## src/sv/ssh_packet_deframer_top_defines.svh

```systemverilog
// Assertion macros shared by the deframer modules.
// Each macro samples on the rising edge of clock and is disabled during reset.
`ifndef SSH_PACKET_DEFRAMER_TOP_DEFINES_SVH
`define SSH_PACKET_DEFRAMER_TOP_DEFINES_SVH

// Same-cycle implication.
`define SPD_ASSERT_NOW(label, ante, cons, msg) \
   label: assert property (@(posedge clock) disable iff (reset) (ante) |-> (cons)) \
      else $error(msg);

// Next-cycle implication.
`define SPD_ASSERT_NEXT(label, ante, cons, msg) \
   label: assert property (@(posedge clock) disable iff (reset) (ante) |=> (cons)) \
      else $error(msg);

`endif

```

## src/sv/spd_pkg.sv

```systemverilog
`timescale 1ns / 1ps

package spd_pkg;

   // Framing limits.
   localparam logic [15:0] ABS_MAX_PACKET      = 16'd35000;
   localparam logic [31:0] MIN_PACKET          = 32'd5;
   localparam logic [15:0] MAX_PACKET_RESET    = 16'd35000;
   localparam logic [15:0] MAX_PAYLOAD_RESET   = 16'd32768;
   localparam int          QUEUE_DEPTH_DEFAULT = 4;

   // Configuration register indexes.
   localparam int          CSR_ADDR_W      = 1;
   localparam logic [CSR_ADDR_W-1:0] REG_MAX_PACKET  = 1'd0;
   localparam logic [CSR_ADDR_W-1:0] REG_MAX_PAYLOAD = 1'd1;

   // Request codes.
   localparam logic REQ_DATA  = 1'b0;
   localparam logic REQ_CLOSE = 1'b1;

   // Result kinds.
   localparam logic [1:0] KIND_PAYLOAD = 2'd0;
   localparam logic [1:0] KIND_DONE    = 2'd1;
   localparam logic [1:0] KIND_CLOSED  = 2'd2;
   localparam logic [1:0] KIND_ERROR   = 2'd3;

   // Error codes.
   localparam logic [2:0] ERR_NONE       = 3'd0;
   localparam logic [2:0] ERR_BAD_LENGTH = 3'd1;
   localparam logic [2:0] ERR_BAD_PAD    = 3'd2;
   localparam logic [2:0] ERR_TOO_LARGE  = 3'd3;
   localparam logic [2:0] ERR_INCOMPLETE = 3'd4;

   // Framing phase.
   typedef enum logic [2:0] {
      PH_LEN,
      PH_PADLEN,
      PH_PAYLOAD,
      PH_PADDING,
      PH_DISCARD,
      PH_STICKY
   } phase_type;

   typedef struct packed {
      logic       req_type;
      logic [7:0] in_byte;
   } req_item_type;

   typedef struct packed {
      logic [1:0]  res_kind;
      logic [7:0]  out_byte;
      logic        last_payload;
      logic [15:0] payload_length;
      logic [2:0]  error_code;
   } rsp_item_type;

   // One queued entry: a first result, optionally followed by a done result.
   typedef struct packed {
      rsp_item_type res;
      logic         with_done;
      logic [15:0]  done_len;
   } spd_entry_type;

endpackage

```

## src/sv/spd_front.sv

```systemverilog
`timescale 1ns / 1ps
`include "ssh_packet_deframer_top_defines.svh"

module spd_front
   import spd_pkg::*;
(
   input  logic                  clock,
   input  logic                  reset,
   input  logic                  req_push,
   input  logic                  req_full,
   input  req_item_type          req_data,
   input  logic                  csr_we,
   input  logic [CSR_ADDR_W-1:0] csr_addr,
   input  logic [15:0]           csr_wdata,
   output logic                  q_push,
   output spd_entry_type         q_entry
);

   phase_type   phase_ff, phase_in;
   logic [31:0] length_accum_ff, length_accum_in;
   logic [1:0]  header_count_ff, header_count_in;
   logic [15:0] bytes_left_ff, bytes_left_in;
   logic [15:0] payload_left_ff, payload_left_in;
   logic [15:0] payload_total_ff, payload_total_in;
   logic [15:0] max_packet_ff, max_payload_ff;

   logic        accept;
   logic        boundary;
   logic [15:0] limit;
   logic [31:0] accum_shift;
   logic [15:0] byte_ext;
   logic [15:0] bytes_dec;
   logic [15:0] payload_dec;
   logic [15:0] pay_len;

   assign accept      = req_push && !req_full;
   assign limit       = (max_packet_ff < ABS_MAX_PACKET) ? max_packet_ff : ABS_MAX_PACKET;
   assign accum_shift = {length_accum_ff[23:0], req_data.in_byte};
   assign byte_ext    = {8'd0, req_data.in_byte};
   assign bytes_dec   = bytes_left_ff - 16'd1;
   assign payload_dec = payload_left_ff - 16'd1;
   assign pay_len     = bytes_dec - byte_ext;
   assign boundary    = (phase_ff == PH_STICKY) ||
                        ((phase_ff == PH_LEN) && (header_count_ff == 2'd0));

   // Configuration registers.
   always_ff @(posedge clock) begin
      if (reset) begin
         max_packet_ff  <= MAX_PACKET_RESET;
         max_payload_ff <= MAX_PAYLOAD_RESET;
      end else if (csr_we) begin
         unique case (csr_addr)
            REG_MAX_PACKET:  max_packet_ff  <= csr_wdata;
            REG_MAX_PAYLOAD: max_payload_ff <= csr_wdata;
            default: ;
         endcase
      end
   end

   // Framing state and classification of each accepted byte.
   always_comb begin
      phase_in         = phase_ff;
      length_accum_in  = length_accum_ff;
      header_count_in  = header_count_ff;
      bytes_left_in    = bytes_left_ff;
      payload_left_in  = payload_left_ff;
      payload_total_in = payload_total_ff;
      q_push           = 1'b0;
      q_entry          = '0;

      if (accept) begin
         if (req_data.req_type == REQ_CLOSE) begin
            q_push = 1'b1;
            if (boundary) begin
               q_entry.res.res_kind = KIND_CLOSED;
            end else begin
               q_entry.res.res_kind   = KIND_ERROR;
               q_entry.res.error_code = ERR_INCOMPLETE;
            end
            phase_in         = PH_LEN;
            length_accum_in  = '0;
            header_count_in  = '0;
            bytes_left_in    = '0;
            payload_left_in  = '0;
            payload_total_in = '0;
         end else begin
            unique case (phase_ff)
               PH_PADLEN: begin
                  bytes_left_in = bytes_dec;
                  if (byte_ext >= bytes_dec) begin
                     phase_in               = PH_DISCARD;
                     q_push                 = 1'b1;
                     q_entry.res.res_kind   = KIND_ERROR;
                     q_entry.res.error_code = ERR_BAD_PAD;
                  end else if (pay_len > max_payload_ff) begin
                     phase_in               = PH_DISCARD;
                     q_push                 = 1'b1;
                     q_entry.res.res_kind   = KIND_ERROR;
                     q_entry.res.error_code = ERR_TOO_LARGE;
                  end else begin
                     payload_left_in  = pay_len;
                     payload_total_in = pay_len;
                     phase_in         = PH_PAYLOAD;
                  end
               end
               PH_PAYLOAD: begin
                  payload_left_in          = payload_dec;
                  bytes_left_in            = bytes_dec;
                  q_push                   = 1'b1;
                  q_entry.res.res_kind     = KIND_PAYLOAD;
                  q_entry.res.out_byte     = req_data.in_byte;
                  q_entry.res.last_payload = (payload_dec == 16'd0);
                  if (payload_dec == 16'd0) begin
                     if (bytes_dec == 16'd0) begin
                        // No padding: the done result follows the last byte.
                        q_entry.with_done = 1'b1;
                        q_entry.done_len  = payload_total_ff;
                        phase_in          = PH_LEN;
                        length_accum_in   = '0;
                        header_count_in   = '0;
                        bytes_left_in     = '0;
                        payload_left_in   = '0;
                        payload_total_in  = '0;
                     end else begin
                        phase_in = PH_PADDING;
                     end
                  end
               end
               PH_PADDING: begin
                  bytes_left_in = bytes_dec;
                  if (bytes_dec == 16'd0) begin
                     q_push                     = 1'b1;
                     q_entry.res.res_kind       = KIND_DONE;
                     q_entry.res.payload_length = payload_total_ff;
                     phase_in                   = PH_LEN;
                     length_accum_in            = '0;
                     header_count_in            = '0;
                     payload_left_in            = '0;
                     payload_total_in           = '0;
                  end
               end
               PH_DISCARD: begin
                  bytes_left_in = bytes_dec;
                  if (bytes_dec == 16'd0) begin
                     phase_in         = PH_LEN;
                     length_accum_in  = '0;
                     header_count_in  = '0;
                     payload_left_in  = '0;
                     payload_total_in = '0;
                  end
               end
               PH_STICKY: ;
               default: begin
                  // Gather the big-endian length, checked on its fourth byte.
                  phase_in = PH_LEN;
                  if (header_count_ff != 2'd3) begin
                     header_count_in = header_count_ff + 2'd1;
                     length_accum_in = accum_shift;
                  end else begin
                     header_count_in = '0;
                     length_accum_in = '0;
                     if ((accum_shift < MIN_PACKET) || (accum_shift > {16'd0, limit})) begin
                        phase_in               = PH_STICKY;
                        q_push                 = 1'b1;
                        q_entry.res.res_kind   = KIND_ERROR;
                        q_entry.res.error_code = ERR_BAD_LENGTH;
                     end else begin
                        bytes_left_in = accum_shift[15:0];
                        phase_in      = PH_PADLEN;
                     end
                  end
               end
            endcase
         end
      end
   end

   always_ff @(posedge clock) begin
      if (reset) begin
         phase_ff         <= PH_LEN;
         length_accum_ff  <= '0;
         header_count_ff  <= '0;
         bytes_left_ff    <= '0;
         payload_left_ff  <= '0;
         payload_total_ff <= '0;
      end else begin
         phase_ff         <= phase_in;
         length_accum_ff  <= length_accum_in;
         header_count_ff  <= header_count_in;
         bytes_left_ff    <= bytes_left_in;
         payload_left_ff  <= payload_left_in;
         payload_total_ff <= payload_total_in;
      end
   end

   // A combined entry always starts with the final payload byte.
   `SPD_ASSERT_NOW(a_done_follows_last, q_push && q_entry.with_done,
      (q_entry.res.res_kind == KIND_PAYLOAD) && q_entry.res.last_payload,
      "combined entry without a final payload byte")
   // The sticky error leaves no partial length behind.
   `SPD_ASSERT_NOW(a_sticky_clean, phase_ff == PH_STICKY,
      (header_count_ff == 2'd0) && (length_accum_ff == 32'd0),
      "partial length while in sticky error")
   // Nothing is queued while the queue reports full.
   `SPD_ASSERT_NOW(a_no_push_when_full, req_full, !q_push, "push while queue full")

endmodule

```

## src/sv/spd_queue.sv

```systemverilog
`timescale 1ns / 1ps

module spd_queue
   import spd_pkg::*;
#(
   parameter int DEPTH = QUEUE_DEPTH_DEFAULT
) (
   input  logic          clock,
   input  logic          reset,
   input  logic          push,
   input  spd_entry_type push_data,
   output logic          full,
   input  logic          pop,
   output spd_entry_type pop_data,
   output logic          empty
);

   localparam int PTR_W = (DEPTH > 1) ? $clog2(DEPTH) : 1;
   localparam int CNT_W = $clog2(DEPTH + 1);

   spd_entry_type    entries_ff [DEPTH];
   logic [PTR_W-1:0] wr_ptr_ff, wr_ptr_in;
   logic [PTR_W-1:0] rd_ptr_ff, rd_ptr_in;
   logic [CNT_W-1:0] count_ff, count_in;
   logic             do_push, do_pop;

   assign full     = (count_ff == CNT_W'(DEPTH));
   assign empty    = (count_ff == '0);
   assign do_push  = push && !full;
   assign do_pop   = pop && !empty;
   assign pop_data = entries_ff[rd_ptr_ff];

   // Pointer and fill count update.
   always_comb begin
      wr_ptr_in = wr_ptr_ff;
      rd_ptr_in = rd_ptr_ff;
      count_in  = count_ff;
      if (do_push) begin
         wr_ptr_in = (wr_ptr_ff == PTR_W'(DEPTH - 1)) ? '0 : wr_ptr_ff + PTR_W'(1);
      end
      if (do_pop) begin
         rd_ptr_in = (rd_ptr_ff == PTR_W'(DEPTH - 1)) ? '0 : rd_ptr_ff + PTR_W'(1);
      end
      if (do_push && !do_pop) begin
         count_in = count_ff + CNT_W'(1);
      end else if (do_pop && !do_push) begin
         count_in = count_ff - CNT_W'(1);
      end
   end

   always_ff @(posedge clock) begin
      if (reset) begin
         wr_ptr_ff <= '0;
         rd_ptr_ff <= '0;
         count_ff  <= '0;
      end else begin
         wr_ptr_ff <= wr_ptr_in;
         rd_ptr_ff <= rd_ptr_in;
         count_ff  <= count_in;
      end
   end

   // Entry storage.
   always_ff @(posedge clock) begin
      if (do_push) begin
         entries_ff[wr_ptr_ff] <= push_data;
      end
   end

endmodule

```

## src/sv/spd_back.sv

```systemverilog
`timescale 1ns / 1ps
`include "ssh_packet_deframer_top_defines.svh"

module spd_back
   import spd_pkg::*;
(
   input  logic          clock,
   input  logic          reset,
   input  logic          q_empty,
   input  spd_entry_type q_data,
   output logic          q_pop,
   output logic          rsp_empty,
   input  logic          rsp_pop,
   output rsp_item_type  rsp_data
);

   logic         out_valid_ff, out_valid_in;
   rsp_item_type out_data_ff, out_data_in;
   logic         pending_done_ff, pending_done_in;
   logic [15:0]  pending_len_ff, pending_len_in;
   logic         load_en;

   assign rsp_empty = !out_valid_ff;
   assign rsp_data  = out_data_ff;
   assign load_en   = !out_valid_ff || rsp_pop;

   // Output register fill: a held done result goes first, then the queue.
   always_comb begin
      out_valid_in    = out_valid_ff;
      out_data_in     = out_data_ff;
      pending_done_in = pending_done_ff;
      pending_len_in  = pending_len_ff;
      q_pop           = 1'b0;
      if (load_en) begin
         priority if (pending_done_ff) begin
            out_valid_in               = 1'b1;
            out_data_in                = '0;
            out_data_in.res_kind       = KIND_DONE;
            out_data_in.payload_length = pending_len_ff;
            pending_done_in            = 1'b0;
         end else if (!q_empty) begin
            out_valid_in    = 1'b1;
            out_data_in     = q_data.res;
            pending_done_in = q_data.with_done;
            pending_len_in  = q_data.done_len;
            q_pop           = 1'b1;
         end else begin
            out_valid_in = 1'b0;
         end
      end
   end

   always_ff @(posedge clock) begin
      if (reset) begin
         out_valid_ff    <= 1'b0;
         pending_done_ff <= 1'b0;
      end else begin
         out_valid_ff    <= out_valid_in;
         pending_done_ff <= pending_done_in;
      end
   end

   always_ff @(posedge clock) begin
      out_data_ff    <= out_data_in;
      pending_len_ff <= pending_len_in;
   end

   // A held done result always sits behind a visible final payload byte.
   `SPD_ASSERT_NOW(a_pending_has_byte, pending_done_ff,
      out_valid_ff && (out_data_ff.res_kind == KIND_PAYLOAD) && out_data_ff.last_payload,
      "done result held without its final payload byte")
   // The queue is not read while a done result is still held.
   `SPD_ASSERT_NOW(a_no_pop_while_pending, pending_done_ff, !q_pop,
      "queue read while done result pending")
   // Taking the final byte of a combined entry brings up the done result.
   `SPD_ASSERT_NEXT(a_done_after_byte, pending_done_ff && rsp_pop,
      out_valid_ff && (out_data_ff.res_kind == KIND_DONE),
      "done result missing after final payload byte")

endmodule

```

## src/sv/ssh_packet_deframer_top.sv

```systemverilog
`timescale 1ns / 1ps
// A result is queued when its byte is accepted, then loaded into the rsp result register.
// Throughput: one byte per cycle while the queue has room; the result register drains
// one result per cycle on rsp_pop; a final payload byte with no padding yields two results.
// A short queue between the framing logic and the result register absorbs stalls.
// Reset: synchronous, active high; framing state clears and the limits return to
// 35000 and 32768 on any clock edge with reset high.

module ssh_packet_deframer_top
   import spd_pkg::*;
#(
   parameter int QUEUE_DEPTH = QUEUE_DEPTH_DEFAULT
) (
   input  logic                  clock,
   input  logic                  reset,
   input  logic                  req_push,
   output logic                  req_full,
   input  req_item_type          req_data,
   output logic                  rsp_empty,
   input  logic                  rsp_pop,
   output rsp_item_type          rsp_data,
   input  logic                  csr_we,
   input  logic [CSR_ADDR_W-1:0] csr_addr,
   input  logic [15:0]           csr_wdata
);

   logic          q_push, q_pop, q_empty;
   spd_entry_type q_push_data, q_pop_data;

   spd_front u_front (
      .clock     (clock),
      .reset     (reset),
      .req_push  (req_push),
      .req_full  (req_full),
      .req_data  (req_data),
      .csr_we    (csr_we),
      .csr_addr  (csr_addr),
      .csr_wdata (csr_wdata),
      .q_push    (q_push),
      .q_entry   (q_push_data)
   );

   spd_queue #(
      .DEPTH (QUEUE_DEPTH)
   ) u_queue (
      .clock     (clock),
      .reset     (reset),
      .push      (q_push),
      .push_data (q_push_data),
      .full      (req_full),
      .pop       (q_pop),
      .pop_data  (q_pop_data),
      .empty     (q_empty)
   );

   spd_back u_back (
      .clock     (clock),
      .reset     (reset),
      .q_empty   (q_empty),
      .q_data    (q_pop_data),
      .q_pop     (q_pop),
      .rsp_empty (rsp_empty),
      .rsp_pop   (rsp_pop),
      .rsp_data  (rsp_data)
   );

endmodule
```

## config.mk

```make
export PLATFORM = sky130hd
export DESIGN_NAME = ssh_packet_deframer_top
export DESIGN_NICKNAME = d
export VERILOG_FILES = /design/src/sv/spd_pkg.sv /design/src/sv/spd_front.sv /design/src/sv/spd_queue.sv /design/src/sv/spd_back.sv /design/src/sv/ssh_packet_deframer_top.sv
export VERILOG_INCLUDE_DIRS = /design/src /design/src/sv
export SDC_FILE = /design/constraint.sdc
export NUM_CORES = 1
export LEC_CHECK = 0
export BUFFER_PORTS_ARGS = -buffer_cell sky130_fd_sc_hd__buf_2
export CORE_ASPECT_RATIO = 0.9
export CORE_MARGIN = 2
export CORE_UTILIZATION = 45
export CTS_BUF_LIST = sky130_fd_sc_hd__clkbuf_8
export CTS_CLUSTER_DIAMETER = 50
export CTS_CLUSTER_SIZE = 28
export DETAILED_ROUTE_END_ITERATION = 8
export REMOVE_ABC_BUFFERS = 1
export SYNTH_ARGS = -nofsm -noshare
export SYNTH_HDL_FRONTEND = slang
export SYNTH_HIERARCHICAL = 1
export SYNTH_SLANG_ARGS = --single-unit
```

## constraint.sdc

```tcl
create_clock -name clock -period 5.82 [get_ports clock]
set_input_delay 0.582 -clock clock [delete_from_list [all_inputs] [get_ports clock]]
set_output_delay 0.582 -clock clock [all_outputs]
set_load 0.02 [all_outputs]
```

==> results of run 1 <==
[cell families after synthesis]
kind of cell / after synthesis / synth area share, %
AO/OA/AOI/OAI: 241 / 10.65
XOR/XNOR: 29 / 1.562
adder cells (fa/ha/maj): 55 / 4.324
buffers and inverters: 114 / 3.370
flip-flops: 354 / 57.98
multiplexers: 74 / 8.648
AND/OR/NAND/NOR: 412 / 13.47
[worst reg2reg max path, delay by kind of cell, from the launching register on]
family	cells	cell delay (ns)
buf+inv	5	0.50
fa+ha+maj	5	1.43
xor+xnor	3	0.41
flops	1	0.35
simple gates	6	1.12
compound gates	10	1.66
[cell usage after synthesis, drive strengths merged, types with 7 or more instances]
cell type,number
and2,43
inv,47
nor2,69
a21oi,68
and3,11
clkbuf,40
nand4,11
o21a,7
buf,26
mux2i,10
o31a,7
or3,9
mux4,47
o21ai,34
a221o,10
nor2b,25
ha,53
xnor2,16
nor4,16
nand3,10
xor2,13
edfxtp,234
nand2,124
nand3b,12
mux2,17
or4,7
o31ai,8
nand2b,13
dfxtp,120
or2,7
nor3,37
a22o,41
a21o,13
[what timing repair did]
action | in CTS | in global routing
cloned | 0 | 0
gates resized for setup | 10 | 26
setup buffers | 4 | 4
pin swaps | 11 | 18
endpoints found under the setup margin | 1 | 2
[metal layers]
metal / up-vias / GRT usage, % / wire, um
met5: - / 0 / 13
met4: 2 / 4.696 / 681
met3: 57 / 3.801 / 2063
met2: 249 / 32.52 / 17420
met1: 5291 / 29.63 / 18030
li1: 5078 / - / -
[final timing paths]
check	endpoint	depth (start not counted)	slack, ns	start
max	u_queue/count_ff[2]$_SDFFE_PP0P_	29	0.28	u_front/bytes_left_ff[1]$_SDFFE_PP0P_
min	u_front/max_packet_ff[5]$_SDFFE_PP1P_	3	0.26	csr_wdata[5]
max reg2reg	u_queue/count_ff[2]$_SDFFE_PP0P_	29	0.28	u_front/bytes_left_ff[1]$_SDFFE_PP0P_
min reg2reg	u_front/max_payload_ff[7]$_SDFFE_PP0P_	2	0.46	u_front/max_payload_ff[7]$_SDFFE_PP0P_
[sequential cells by signal, summed over array words and instances (netlist names), named ones only]
signal,flops
u_queue/wr_ptr_ff,2
u_front/payload_total_ff,16
u_queue/count_ff,3
u_queue/entries_ff,188
u_back/pending_len_ff,16
u_front/header_count_ff,2
u_front/length_accum_ff,24
u_back/rsp_data,30
u_front/max_packet_ff,16
u_front/phase_ff,3
u_queue/rd_ptr_ff,2
u_front/bytes_left_ff,16
u_back/out_valid_ff,1
u_front/payload_left_ff,16
u_back/pending_done_ff,1
u_front/max_payload_ff,16
[power groups by stage]
stage | combinational, uW | clock, uW | sequential, uW
finish | 1800 | 1870 | 3160
CTS | 1780 | 1930 | 3160
detailed placement | 1770 | 0 | 3220
global placement | 1750 | 0 | 3210
global route | 1960 | 2020 | 3190
floorplan | 907 | 0 | 3450
[area by class of cell]
type | count | area, sq um | share of cell area (%)
clock inverters | 28 | 387.9 | 2.072
clock buffers | 37 | 509.2 | 2.721
flip-flops and latches | 354 | 9438 | 50.42
well taps | 476 | 595.6 | 3.182
inverters | 48 | 185.2 | 0.9894
multi-input cells | 811 | 6492 | 34.69
repair buffers | 160 | 1109 | 5.923
[stage by stage]
stage	instances	hold WS [ns]
after floorplan	1213	0.4257
after global placement	1841	0.4455
after detailed placement	1841	0.4473
after CTS	1910	0.2379
after global routing	1914	0.2609
final	1914	0.2643
==> flow_summary.yaml, run 1 <==
cells_and_area:
  diodes: 0
  final_cell_mix: "edfxtp_1 (234), nand2_1 (124), dfxtp_1 (115)"
  final_common_cell: "edfxtp_1"
  fillCellCount: 3102
  drive_above_1_share_pct: 24.76
  final_net_count: 1497
  utilization_pct: 52.22
  areaGrowthSynthToFinish_pct: 15.09
  fin_area_sq_um: 18720
timing:
  hold_viol_final: 0
  period_share_pct: 95.27
  fin_skew_ns: 0.04740
  tightest_slew_ns: 1.172
  finalCriticalPeriod_ns: 5.544
  relSlewSlack_pct: 21.86
  maxSlewViolCount: 0
  layout_setup_ws_ns: 0.2755
  finalSetupTns_ns: 0
  max_freq_mhz: 180.4
  setup-violations-final: 0
cts:
  clock_sink_count: 354
  htreeDepth: 2
  ctsHoldBuffers: 0
  cts_tree: "built"
  clk_path_buf_depth: 3
  ctsRootBufferMaster: "clkbuf_8"
  cts_buffers: 36
  path_clk_slew_ns: 0.09
  clock_latency_ns: 0.58
yosys:
  syn_avg_cell_area_sq_um: 12.72
  synth_top_area_share_pct: 43.21
  synth.yosys.seq_area_share_pct: 57.98
  syn-cell-area_sq_um: 16260
  yosysTopAreaCell: "edfxtp_1"
  yosysWarnings: 6
  synth.area.top_cells: "edfxtp_1 (43%), dfxtp_1 (15%), mux4_2 (6.5%)"
  synth_flop_cell: "edfxtp_1"
  synth_edf_count: 234
  async_flop_share_pct: 0
  ys_ff_latch: 354
  syn_inst: 1279
  synth.distinct_cells: 87
global_route:
  grt_usage_pct: 20.60
  grt_pass1_vias: 10530
  grt.overflow.total: 0
  grt_pass1_wl_um: 59850
  grt_max_degree: 59
  antenna_found_initial: 1
pwr:
  p_sw_share_pct: 30.94
  p_clk_share_pct: 27.4
  p_switching_uw: 2112
  power_uw: 6824
  pwr-share-seq_pct: 46.3
  power_density_nw_per_um2: 364.6
  leakage_uw: 0.006909
  ir_worst_vdd_uv: 170.9
  combPwrFrac_pct: 26.4
  intPower_uw: 4712
run:
  cap_violations: 0
drt:
  wire_per_inst_um: 19.96
  avgViaCountPerCell: 5.578
  drc: 0
  vias: 10680
  wl_um: 38210
  dr.first_iter.drc_count: 696
  ant_nets: 0
  firstDrtPassIters: 6
die:
  start_util_pct: 45.38
  core.rowCount: 66
  core_area_sq_um: 35840
  num_io_pins: 63
  die_area_sq_um: 37680
  dieWidth_um: 204.4
  die_h_um: 184.4
placed_design:
  post-dp-hpwl_um: 26040
  gp_congestion: 0.9394
  portBuffers: 62
  dpl-instance-area_sq_um: 17590
  place_ws_ns: -0.2362
critical_path:
  cp_common_cell: "o31a_1"
  crit_fanout: 4
  required_ns: 6.30
  start_kind: "register"
  crit_path_end_kind: "register"
  slowest_delay_ns: 0.37
  crit_type: "reg -> reg"
  crit_arrival_ns: 6.03
  critPathSlowestCell: "fa_2"
  path_delay_family: "compound AO/OA/AOI/OAI gates"
  path_buf_inv: 5
outcome:
  status: "completed"
hold_path:
  holdCritPathClass: "in -> reg"
No activity file was read; power rests on OpenSTA's default activity.
==> inputs of run 2 (changes only) <==
--- a/config.mk
+++ b/config.mk
@@ -17,5 +17,4 @@
 export REMOVE_ABC_BUFFERS = 1
 export SYNTH_ARGS = -nofsm -noshare
 export SYNTH_HDL_FRONTEND = slang
-export SYNTH_HIERARCHICAL = 1
 export SYNTH_SLANG_ARGS = --single-unit
==> flow_summary.yaml, run 2 <==
critical_path:
  required_ns: 6.33
  crit_fanout: 5
  reg2regPathDepth: 25
  crit_arrival_ns: 6.14
  crit_type: "reg -> reg"
  crit_path_end_kind: "register"
  start_kind: "register"
yosys:
  synth.distinct_cells: 83
  ys_ff_latch: 354
  synth_flop_cell: "edfxtp_1"
  yosysWarnings: 0
  async_flop_share_pct: 0
  synth_top_area_share_pct: 43.13
  synth.area.top_cells: "edfxtp_1 (43%), dfxtp_1 (15%), mux4_2 (6.5%)"
  yosysTopAreaCell: "edfxtp_1"
  synth_edf_count: 234
  syn_avg_cell_area_sq_um: 12.08
  syn_inst: 1349
  synth_commonest_cells: "edfxtp_1 (234), nand2_1 (152), dfxtp_1 (120), nor2_1 (71), a21oi_1 (66)"
  synth.yosys.seq_area_share_pct: 57.88
  synth.most_common_cell: "edfxtp_1"
  syn-cell-area_sq_um: 16290
cts:
  htreeDepth: 2
  clock_sink_count: 354
  clk_path_buf_depth: 3
  cts_tree: "built"
  path_clk_slew_ns: 0.09
  ctsRootBufferMaster: "clkbuf_8"
  clock_latency_ns: 0.59
  cts_buffers: 35
cells_and_area:
  final_common_cell: "edfxtp_1"
  diodes: 0
  fin_area_sq_um: 18440
  drive_above_1_share_pct: 21.85
  top_register: "u_queue.entries_ff"
  largest_reg_flops: 188
  fillCellCount: 3148
  final_cell_mix: "edfxtp_1 (234), nand2_1 (152), dfxtp_1 (113)"
  multi_input_area_sq_um: 6575
  final_net_count: 1528
  regArea_sq_um: 9443
  areaGrowthSynthToFinish_pct: 13.18
drt:
  drc: 0
  vias: 11010
  firstDrtPassIters: 6
  avgViaCountPerCell: 5.660
  ant_nets: 0
  wl_um: 39510
  dr.first_iter.drc_count: 862
  wire_per_inst_um: 20.31
pwr:
  p_switching_uw: 2314
  leakage_uw: 0.006577
  intPower_uw: 4682
  p_clk_share_pct: 24.9
  p_sw_share_pct: 33.08
  power_uw: 6997
  pwr-share-seq_pct: 46.0
  combPwrFrac_pct: 29.1
  power_density_nw_per_um2: 379.5
  ir_worst_vdd_uv: 186.3
die:
  die_h_um: 184.5
  start_util_pct: 45.35
  core.rowCount: 66
  dieWidth_um: 204.6
  core_area_sq_um: 35920
  die_area_sq_um: 37740
  num_io_pins: 63
timing:
  rsz0062_at_grt: "true"
  tightest_slew_ns: 1.172
  hold_viol_final: 0
  finalCriticalPeriod_ns: 5.636
  finalSetupTns_ns: 0
  layout_setup_ws_ns: 0.1842
  period_share_pct: 96.83
  holdWs_ns: 0.2357
  setup-violations-final: 0
  relSlewSlack_pct: 21.71
  max_freq_mhz: 177.4
  fin_skew_ns: 0.02873
  maxSlewViolCount: 0
global_route:
  grt.overflow.total: 0
  grt_pass1_wl_um: 61130
  grt_usage_pct: 21.04
  antenna_found_initial: 0
  grt_pass1_vias: 10650
  grt_max_degree: 53
placed_design:
  dpl-instance-area_sq_um: 17390
  portBuffers: 62
  place_ws_ns: -0.1279
  post-dp-hpwl_um: 27380
  gp_congestion: 0.8975
hold_path:
  holdCritPathClass: "in -> reg"
  worstHoldPathCells: 3
run:
  cap_violations: 0
outcome:
  status: "completed"
run 2: changes by cell type after synthesis, sizes merged, moves of 10 or more:
cell | previous run | this run
a22oi | 5 | 23
o21ai | 34 | 49
a22o | 41 | 7
nand3b | 12 | 1
nand3 | 10 | 46
clkbuf | 40 | 50
o2bb2ai | 1 | 14
nand2 | 124 | 152
run 2: per-stage QoR:
stage	cells	util (%)
floorplan	1281	-
global placement	1874	48.40
detailed placement	1874	48.40
CTS	1938	50.77
global route	1945	51.33
finish	1945	51.33
run 2: critical path: stages, from the launching register on:
cell and delay, ns:
dfxtp_2 0.35, inv_2 0.08, ha_4 0.19, clkinvlp_4 0.10, or3_4 0.34, xnor2_2 0.17, ha_4 0.19, or4_1 0.53
o22ai_2 0.17, nor2b_4 0.21, nand3_1 0.10, xnor2_1 0.16, ha_1 0.34, nand4_1 0.13, or4_4 0.45, o221ai_2 0.22
a32o_2 0.18, a21oi_2 0.06, a21oi_2 0.18, o21a_1 0.15, ha_2 0.19, inv_1 0.06, fa_1 0.37, xor2_1 0.18
or3_1 0.31, a21oi_1 0.14
run 2: power by group through the flow:
stage	Sequential [uW]	Clock [uW]	Combinational, uW
finish	3220	1740	2040
global route	3260	1880	2230
CTS	3230	1790	2000
detailed placement	3280	0	1980
global placement	3280	0	1970
floorplan	3450	0	1130
run 2: what timing repair did:
action / in CTS / in global routing
pin swaps: 2 / 14
resized for setup: 8 / 36
endpoints found under the setup margin: 3 / 219
hold buffers: 0 / 0
setup buffers: 1 / 7
gates cloned: 0 / 0
run 2: final cells by class:
type                    instances  area share [%]
flip-flops and latches        354           51.21
inverters                      55           1.140
well taps                     476           3.230
repair buffers                125           4.384
multi-input cells             872           35.66
clock inverters                26           1.615
clock buffers                  37           2.762
run 2: cells by family after synthesis:
kind of cell	share of synthesized area (%)
AND/OR/NAND/NOR	13.97
flip-flops	57.88
AO/OA/AOI/OAI	10.93
buffers and inverters	3.049
multiplexers	8.164
adder cells (fa/ha/maj)	4.239
XOR/XNOR	1.774
run 2: per-layer routing:
| metal | vias up | global-route usage (%) | wire, um |
|---|---|---|---|
| li1 | 5235 | - | - |
| met1 | 5404 | 30.56 | 18430 |
| met2 | 300 | 32.30 | 17720 |
| met3 | 69 | 3.890 | 2349 |
| met4 | 0 | 5.913 | 1010 |
| met5 | - | 0 | 0 |
run 2: path summary, 6_finish.rpt:
check | startpoint | to | slack (ns)
worst min-delay path | csr_wdata[7] | u_front.max_packet_ff[7]$_SDFFE_PP1P_ | 0.24
worst max-delay path | u_front.bytes_left_ff[1]$_SDFFE_PP0P_ | u_queue.count_ff[2]$_SDFFE_PP0P_ | 0.18
worst min register to register | u_front.length_accum_ff[23]$_SDFFE_PP0P_ | u_front.length_accum_ff[23]$_SDFFE_PP0P_ | 0.45
worst max register to register | u_front.bytes_left_ff[1]$_SDFFE_PP0P_ | u_queue.count_ff[2]$_SDFFE_PP0P_ | 0.18
